**config.mk**
```make
export PLATFORM = sky130hd
export DESIGN_NAME = multi_channel_timeout_timer_core
export DESIGN_NICKNAME = d
export VERILOG_FILES = /design/src/sv/mctt_pkg.sv /design/src/sv/mctt_cell.sv /design/src/sv/multi_channel_timeout_timer_core.sv
export SDC_FILE = /design/constraint.sdc
export NUM_CORES = 2
export LEC_CHECK = 0
export BUFFER_PORTS_ARGS = -buffer_cell sky130_fd_sc_hd__buf_4
export CORE_MARGIN = 2
export CORE_UTILIZATION = 30
export CTS_BUF_LIST = sky130_fd_sc_hd__clkbuf_4
export CTS_CLUSTER_DIAMETER = 40
export DETAILED_ROUTE_END_ITERATION = 10
export HOLD_SLACK_MARGIN = 0.03
export PLACE_DENSITY = 0.46
export SLEW_MARGIN = 20
export SYNTH_ARGS = -nofsm -noshare
export SYNTH_HDL_FRONTEND = slang
export SYNTH_HIERARCHICAL = 1
export SYNTH_SLANG_ARGS = --single-unit
```
**constraint.sdc**
```tcl
create_clock -name aclk -period 12 [get_ports aclk]
set_clock_uncertainty 0.15 [all_clocks]
set_input_delay 1.8 -clock aclk [delete_from_list [all_inputs] [get_ports aclk]]
set_output_delay 1.8 -clock aclk [all_outputs]
set_load 0.005 [all_outputs]
```
**src/sv/mctt_pkg.sv**
```systemverilog
// Shared types, codes and constants for the multi-channel timeout timer.
// Used by mctt_cell and multi_channel_timeout_timer_core.
`default_nettype none

package mctt_pkg;

    // Default sizes
    localparam int BANK_SIZE_DEF   = 16;
    localparam int COUNT_WIDTH_DEF = 32;

    // Ids are 4 bits wide, so at most 16 timers are addressable
    localparam int ID_LIMIT = 16;

    // Configuration
    localparam int          CFG_WIDTH           = 5;
    localparam logic [4:0]  TIMERS_IN_USE_RESET = 5'd16;

    // Expiry counter saturation value
    localparam logic [15:0] EXPIRY_MAX = 16'hFFFF;

    // Input actions
    localparam logic [1:0] ACT_SET    = 2'd0;
    localparam logic [1:0] ACT_CANCEL = 2'd1;
    localparam logic [1:0] ACT_TICK   = 2'd2;

    // Result kinds
    localparam logic KIND_STATUS = 1'b0;
    localparam logic KIND_EXPIRY = 1'b1;

    // Status codes
    localparam logic [1:0] STAT_OK     = 2'd0;
    localparam logic [1:0] STAT_BAD_ID = 2'd1;
    localparam logic [1:0] STAT_IDLE   = 2'd2;

    // Input transfer payload
    typedef struct packed {
        logic [1:0]  action;
        logic [3:0]  timer_id;
        logic [31:0] timeout_ticks;
    } item_t;

    // Result transfer payload
    typedef struct packed {
        logic        result_kind;
        logic [3:0]  result_timer;
        logic [1:0]  status_code;
        logic [15:0] expiry_count;
        logic        last_result;
    } result_t;

    // Broadcast command from the controller to every cell
    typedef struct packed {
        logic set;
        logic cancel;
        logic tick;
        logic pop;
    } cell_cmd_t;

    // Per-cell status back to the controller
    typedef struct packed {
        logic armed;
        logic pend;
    } cell_stat_t;

endpackage

`default_nettype wire

```
**src/sv/mctt_cell.sv**
```systemverilog
// One timer cell: armed flag, remaining ticks, expiry count and a fired flag.
// Passes the "fired at or above" chain down to its lower neighbor.
// Depends on mctt_pkg.
`default_nettype none

module mctt_cell #(
    parameter int COUNT_WIDTH = mctt_pkg::COUNT_WIDTH_DEF
) (
    input  wire logic                  aclk,
    input  wire logic                  aresetn,
    input  wire mctt_pkg::cell_cmd_t   cmd,
    input  wire logic                  sel,
    input  wire logic                  en,
    input  wire logic [31:0]           timeout_ticks,
    input  wire logic                  pend_above,
    output mctt_pkg::cell_stat_t       stat,
    output logic                       pend_chain,
    output logic [15:0]                expiry_count
);
    import mctt_pkg::*;

    logic                   armed_reg, armed_next;
    logic                   pend_reg, pend_next;
    logic [COUNT_WIDTH-1:0] ticks_reg, ticks_next;
    logic [15:0]            cnt_reg, cnt_next;

    // Update the timer for set, cancel, tick and result pop
    always_comb begin
        armed_next = armed_reg;
        pend_next  = pend_reg;
        ticks_next = ticks_reg;
        cnt_next   = cnt_reg;
        if (cmd.set && sel) begin
            armed_next = 1'b1;
            ticks_next = COUNT_WIDTH'(timeout_ticks);
        end else if (cmd.cancel && sel && armed_reg) begin
            armed_next = 1'b0;
            ticks_next = '0;
            cnt_next   = '0;
        end else if (cmd.tick && en && armed_reg) begin
            if (ticks_reg <= COUNT_WIDTH'(1)) begin
                armed_next = 1'b0;
                ticks_next = '0;
                pend_next  = 1'b1;
                if (cnt_reg != EXPIRY_MAX) begin
                    cnt_next = cnt_reg + 16'd1;
                end
            end else begin
                ticks_next = ticks_reg - COUNT_WIDTH'(1);
            end
        end else if (cmd.pop && sel) begin
            pend_next = 1'b0;
        end
    end

    always_ff @(posedge aclk) begin
        if (!aresetn) begin
            armed_reg <= 1'b0;
            pend_reg  <= 1'b0;
            ticks_reg <= '0;
            cnt_reg   <= '0;
        end else begin
            armed_reg <= armed_next;
            pend_reg  <= pend_next;
            ticks_reg <= ticks_next;
            cnt_reg   <= cnt_next;
        end
    end

    // Report state and extend the fired chain
    assign stat.armed   = armed_reg;
    assign stat.pend    = pend_reg;
    assign pend_chain   = pend_reg | pend_above;
    assign expiry_count = cnt_reg;

endmodule

`default_nettype wire

```
**src/sv/multi_channel_timeout_timer_core.sv**
```systemverilog
// Timer bank: a row of timer cells and a controller; needs mctt_pkg and mctt_cell.
// A set or cancel answer is registered in the result register once the held item
// executes; a new item is taken into the holding register only when it is empty.
// A tick updates all cells, then scans them in turn from cell 0 up to the cell above
// the highest fired id (or the last cell); a waiting result stalls either step.
// Reset (synchronous, aresetn low): timers disarmed, counts cleared, timers_in_use 16.
`default_nettype none

module multi_channel_timeout_timer_core #(
    parameter int BANK_SIZE   = mctt_pkg::BANK_SIZE_DEF,
    parameter int COUNT_WIDTH = mctt_pkg::COUNT_WIDTH_DEF
) (
    input  wire logic              aclk,
    input  wire logic              aresetn,
    // input channel
    input  wire logic              s_valid,
    output logic                   s_ready,
    input  wire mctt_pkg::item_t   s_data,
    // result channel
    output logic                   m_valid,
    input  wire logic              m_ready,
    output mctt_pkg::result_t      m_data,
    // configuration port
    input  wire logic              psel,
    input  wire logic              penable,
    input  wire logic              pwrite,
    input  wire logic [2:0]        paddr,
    input  wire logic [31:0]       pwdata,
    output logic [31:0]            prdata,
    output logic                   pready
);
    import mctt_pkg::*;

    localparam int IDW = (BANK_SIZE > 1) ? $clog2(BANK_SIZE) : 1;
    localparam int EFF_MAX_INT = (BANK_SIZE < ID_LIMIT) ? BANK_SIZE : ID_LIMIT;
    localparam logic [CFG_WIDTH-1:0] EFF_MAX = CFG_WIDTH'(EFF_MAX_INT);
    localparam logic [IDW-1:0] LAST_IDX = IDW'(BANK_SIZE - 1);

    localparam logic ST_IDLE = 1'b0;
    localparam logic ST_SCAN = 1'b1;

    // Configuration register
    logic [CFG_WIDTH-1:0] cfg_reg;
    logic                 cfg_wr;
    logic [CFG_WIDTH-1:0] n_eff;

    // Input holding register
    logic   in_valid_reg, in_valid_next;
    item_t  in_reg;

    // Result register
    logic    m_valid_reg, m_valid_next;
    result_t out_reg, out_next;
    logic    out_free;

    // Controller
    logic           state_reg, state_next;
    logic [IDW-1:0] scan_reg, scan_next;
    cell_cmd_t      cmd;
    logic           id_ok;
    logic           armed_sel;

    // Cell row signals
    cell_stat_t             stat_arr [BANK_SIZE];
    logic [15:0]            cnt_arr  [BANK_SIZE];
    logic [BANK_SIZE-1:0]   sel_vec;
    logic [BANK_SIZE-1:0]   en_vec;
    logic [BANK_SIZE-1:0]   armed_vec;
    logic [BANK_SIZE-1:0]   pend_vec;
    logic [BANK_SIZE-1:0]   chain_vec;
    logic [BANK_SIZE-1:0]   above_vec;

    // APB register access
    assign pready = 1'b1;
    assign cfg_wr = psel && penable && pwrite && !paddr[2];
    assign prdata = paddr[2] ? 32'd0 : 32'(cfg_reg);

    always_ff @(posedge aclk) begin
        if (!aresetn) begin
            cfg_reg <= TIMERS_IN_USE_RESET;
        end else if (cfg_wr) begin
            cfg_reg <= pwdata[CFG_WIDTH-1:0];
        end
    end

    // Limit the enabled count to the cells present and the id range
    assign n_eff = (cfg_reg > EFF_MAX) ? EFF_MAX : cfg_reg;

    // Row of timer cells
    for (genvar i = 0; i < BANK_SIZE; i++) begin : g_cell
        localparam logic [6:0] CELL_ID = 7'(i);

        assign en_vec[i]  = CELL_ID < {2'b00, n_eff};
        assign sel_vec[i] = (state_reg == ST_SCAN) ? (scan_reg == IDW'(i))
                                                   : (CELL_ID == {3'b000, in_reg.timer_id});
        assign above_vec[i] = (i == BANK_SIZE - 1) ? 1'b0
                                                   : chain_vec[(i + 1) % BANK_SIZE];
        assign armed_vec[i] = stat_arr[i].armed;
        assign pend_vec[i]  = stat_arr[i].pend;

        mctt_cell #(
            .COUNT_WIDTH (COUNT_WIDTH)
        ) u_cell (
            .aclk          (aclk),
            .aresetn       (aresetn),
            .cmd           (cmd),
            .sel           (sel_vec[i]),
            .en            (en_vec[i]),
            .timeout_ticks (in_reg.timeout_ticks),
            .pend_above    (above_vec[i]),
            .stat          (stat_arr[i]),
            .pend_chain    (chain_vec[i]),
            .expiry_count  (cnt_arr[i])
        );
    end

    // Input transfer handshake
    assign s_ready = !in_valid_reg;

    always_ff @(posedge aclk) begin
        if (s_valid && s_ready) begin
            in_reg <= s_data;
        end
    end

    assign out_free  = !m_valid_reg || m_ready;
    assign id_ok     = {1'b0, in_reg.timer_id} < n_eff;
    assign armed_sel = id_ok && ((armed_vec >> in_reg.timer_id) & BANK_SIZE'(1)) != '0;

    // Controller: execute a held item, or scan the row for fired timers
    always_comb begin
        in_valid_next = in_valid_reg;
        m_valid_next  = m_valid_reg && !m_ready;
        out_next      = out_reg;
        state_next    = state_reg;
        scan_next     = scan_reg;
        cmd           = '0;

        if (s_valid && s_ready) begin
            in_valid_next = 1'b1;
        end

        case (state_reg)
            ST_IDLE: begin
                if (in_valid_reg && out_free) begin
                    in_valid_next         = 1'b0;
                    out_next.result_kind  = KIND_STATUS;
                    out_next.result_timer = in_reg.timer_id;
                    out_next.expiry_count = '0;
                    out_next.last_result  = 1'b1;
                    case (in_reg.action)
                        ACT_SET: begin
                            cmd.set              = id_ok;
                            m_valid_next         = 1'b1;
                            out_next.status_code = id_ok ? STAT_OK : STAT_BAD_ID;
                        end
                        ACT_CANCEL: begin
                            cmd.cancel   = armed_sel;
                            m_valid_next = 1'b1;
                            if (!id_ok) begin
                                out_next.status_code = STAT_BAD_ID;
                            end else if (!armed_sel) begin
                                out_next.status_code = STAT_IDLE;
                            end else begin
                                out_next.status_code = STAT_OK;
                            end
                        end
                        ACT_TICK: begin
                            cmd.tick   = 1'b1;
                            state_next = ST_SCAN;
                            scan_next  = '0;
                        end
                        default: begin
                            // unused action: drop
                        end
                    endcase
                end
            end
            ST_SCAN: begin
                if (!chain_vec[scan_reg]) begin
                    state_next = ST_IDLE;
                end else if (!pend_vec[scan_reg] || out_free) begin
                    if (pend_vec[scan_reg]) begin
                        cmd.pop               = 1'b1;
                        m_valid_next          = 1'b1;
                        out_next.result_kind  = KIND_EXPIRY;
                        out_next.result_timer = 4'(scan_reg);
                        out_next.status_code  = STAT_OK;
                        out_next.expiry_count = cnt_arr[scan_reg];
                        out_next.last_result  = !above_vec[scan_reg];
                    end
                    // advance to the next cell
                    if (scan_reg == LAST_IDX) begin
                        state_next = ST_IDLE;
                    end else begin
                        scan_next = scan_reg + IDW'(1);
                    end
                end
            end
            default: begin
                state_next = ST_IDLE;
            end
        endcase
    end

    always_ff @(posedge aclk) begin
        if (!aresetn) begin
            in_valid_reg <= 1'b0;
            m_valid_reg  <= 1'b0;
            state_reg    <= ST_IDLE;
            scan_reg     <= '0;
        end else begin
            in_valid_reg <= in_valid_next;
            m_valid_reg  <= m_valid_next;
            state_reg    <= state_next;
            scan_reg     <= scan_next;
        end
    end

    // Result payload needs no reset
    always_ff @(posedge aclk) begin
        out_reg <= out_next;
    end

    assign m_valid = m_valid_reg;
    assign m_data  = out_reg;

endmodule

`default_nettype wire

```
==> results.py <==
metrics = {
    "status": {
        "outcome": "complete, but fails checks",
        "violations": "DRC",
    },
    "logic_synthesis": {
        "yosysUniqueCellTypes": 83,
        "synth_edf_count": 62,
        "synthArstFlopShare_pct": 0,
        "netlist_area_sq_um": 53300,
        "avgSynthCellArea_sq_um": 8.08,
        "synth_top_area_share_pct": 30.5,
        "synth-seq-area-share_pct": 34.0,
        "postSynthCellCount": 6596,
        "yosysTopAreaCell": "dfxtp_1",
        "ys_ff_latch": 874,
        "synth_ff_type": "dfxtp_1",
        "synth_area_leaders": "dfxtp_1, o21ai_0, nand2_1",
        "synth_warnings": 6,
    },
    "global_routing": {
        "grt_use_total_pct": 24.7,
        "grt_pass1_wl_microns": 343000,
        "grt.overflow.total": 0,
        "antenna_found_initial": 12,
        "grt_max_degree": 131,
        "grt_pass1_vias": 52000,
    },
    "power": {
        "p_int_mw": 4.62,
        "vdd_drop_max_mv": 0.0843,
        "p_leak_nw": 20.4,
        "powerDensity_nw_per_um2": 110,
        "combPwrFrac_pct": 8.6,
        "p_sw_share_pct": 29.4,
        "switchingPower_mw": 1.93,
        "pwr-share-clk_pct": 45.9,
        "seq_power_share_pct": 45.5,
        "p_total_mw": 6.55,
    },
    "floorplanning": {
        "dieHeight_microns": 425,
        "start_util_pct": 30.2,
        "rows": 154,
        "io_pins": 139,
        "die_area_sq_um": 181000,
        "die_w_microns": 425,
        "core-area_sq_um": 176000,
    },
    "drt": {
        "antenna_left": 0,
        "drc_errors": 2,
        "wire_per_inst_microns": 25.2,
        "vias_per_cell": 6.09,
        "first_pass_iters": 11,
        "vias": 56300,
        "drtIter0Drc": 5586,
        "wl_microns": 232000,
    },
    "worst_setup_path": {
        "crit_fanout": 16,
        "arrival_ns": 8.20,
        "crit_top_cell": "or2_2",
        "critPathLaunchType": "flip-flop",
        "path_class": "flip-flop to flip-flop",
        "worstSetupEndpointType": "flip-flop",
        "cpPeakStageDelay_ns": 0.49,
        "cpMaxStageDelayCell": "o2bb2ai_1",
        "required_ns": 13.07,
    },
    "placement": {
        "place.gp.congestion": 0.898,
        "placed_area_sq_um": 56100,
        "dp_hpwl_microns": 149000,
        "io_buffers": 81,
    },
    "sta": {
        "tns_ns": 0,
        "slew_violations": 0,
        "grt_setup_unrepaired": "false",
        "fin_crit_ns": 7.13,
        "hold_viol": 0,
        "setup_viol": 0,
        "max_freq_mhz": 140,
        "period_share_pct": 59.4,
        "tightest_slew_ns": 1.19,
        "max_slew_margin_pct": 20.3,
    },
    "clocking": {
        "clk_latency_ns": 1.35,
        "cts_max_level": 5,
        "numCtsBuffers": 287,
        "cts_resized": 0,
        "clk_pin_slew_ns": 0.06,
        "cts_root_buf": "clkbuf_4",
        "cts.path.max_buffers": 4,
        "cts.sink_count": 874,
        "cts_tree": "yes",
        "postCtsSetupBuffers": 0,
        "hold_buffers": 0,
    },
    "final_layout": {
        "multi_input_area_sq_um": 33000,
        "layout-drive-gt1-share_pct": 13.1,
        "largest_register_ffs": 512,
        "nNetsFinal": 6849,
        "final_cell_mix": "dfxtp_1, nand2_1, o21ai_0, nor2_1, a21oi_1",
        "final_util_pct": 33.7,
        "nFillCells": 18900,
        "final_common_cell": "dfxtp_1",
        "syn_to_final_growth_pct": 11.5,
        "finalInstanceArea_sq_um": 59400,
        "seq_area_sq_um": 18100,
    },
    "flow_run": {
        "drv_cap": 0,
    },
    "hold_path": {
        "hold_class": "flip-flop to flip-flop",
    },
}
power by group through the flow:
stage	logic [mW]	clock network (mW)	registers, mW
2_1_floorplan	0.273	0	3.05
6_report	0.562	3.01	2.98
3_3_place_gp	0.552	0	3.05
3_5_place_dp	0.553	0	3.04
5_1_grt	0.587	3.26	2.98
4_1_cts	0.554	3.10	2.98
Yosys cell counts (all sizes together), types with 25 or more instances:
master,instances
dfxtp,812
nand2,645
o21ai,560
nor2,500
a21oi,469
nand3,302
clkbuf,276
nor3,229
nor4,229
a22oi,203
or3,191
o211ai,136
buf,134
a22o,130
a32oi,129
inv,129
a21boi,124
and2,115
a31oi,112
nand4,105
or4,104
o21a,97
and3,92
mux4,88
edfxtp,62
ha,53
o311ai,39
xnor2,36
mux2i,35
nand2b,33
nand3b,33
nor2b,31
o41ai,28
a222oi,27
or2,27
o22ai,25
final cells by class:
type	count	area share, %
Timing Repair Buffer	214	2.75
Sequential cell	874	30.5
Tap cell	2340	4.93
Antenna cell	9	0.0379
Multi-Input combinational cell	5209	55.5
Clock buffer	398	5.03
Inverter	130	0.822
Clock inverter	59	0.430
per-layer routing:
layer	global-route usage (%)	part of all wire, %	vias up	wire length (microns)
li1	-	-	25800	-
met1	33.2	44	27700	101000
met2	38.6	45	2208	104000
met3	3.97	6.7	506	15600
met4	11.8	4.7	6	11000
met5	0	0.097	-	226
stage by stage:
step | setup slack [ns] | std cells | hold WS [ns]
3_5_place_dp | 4.92 | 8767 | 0.304
3_3_place_gp | 4.93 | 8766 | 0.309
5_1_grt | 4.61 | 9232 | 0.339
2_1_floorplan | 3.58 | 6623 | 0.286
6_report | 4.87 | 9233 | 0.311
4_1_cts | 4.87 | 9224 | 0.314
cells by family after synthesis:
| kind of cell | share of synthesized area [%] |
|---|---|
| AO/OA/AOI/OAI | 28.1 |
| other | 0.0141 |
| adder cells (fa/ha/maj) | 1.24 |
| AND/OR/NAND/NOR | 26.8 |
| flip-flops | 34.0 |
| XOR/XNOR | 0.707 |
| buffers and inverters | 4.61 |
| multiplexers | 4.50 |
worst max-delay path: cells and delay by family (launching register included):
kind            cells  cell delay (ns)
simple gates       20             5.08
compound gates      3             0.65
mux                 2             0.41
flops               1             0.38
buf+inv             1             0.31
final timing paths:
check                                                           startpoint                                    endpoint  slack [ns]  cells after the start
worst max-delay path               g_cell[15].u_cell/pend_reg$_SDFFE_PN0P_     g_cell[11].u_cell/pend_reg$_SDFFE_PN0P_        4.87                     26
worst min-delay path            g_cell[6].u_cell/ticks_reg[7]$_SDFFE_PN0P_  g_cell[6].u_cell/ticks_reg[7]$_SDFFE_PN0P_        0.31                      2
worst max register to register     g_cell[15].u_cell/pend_reg$_SDFFE_PN0P_     g_cell[11].u_cell/pend_reg$_SDFFE_PN0P_        4.87                     26
worst min register to register  g_cell[6].u_cell/ticks_reg[7]$_SDFFE_PN0P_  g_cell[6].u_cell/ticks_reg[7]$_SDFFE_PN0P_        0.31                      2
(Power assumes the default switching activity.)
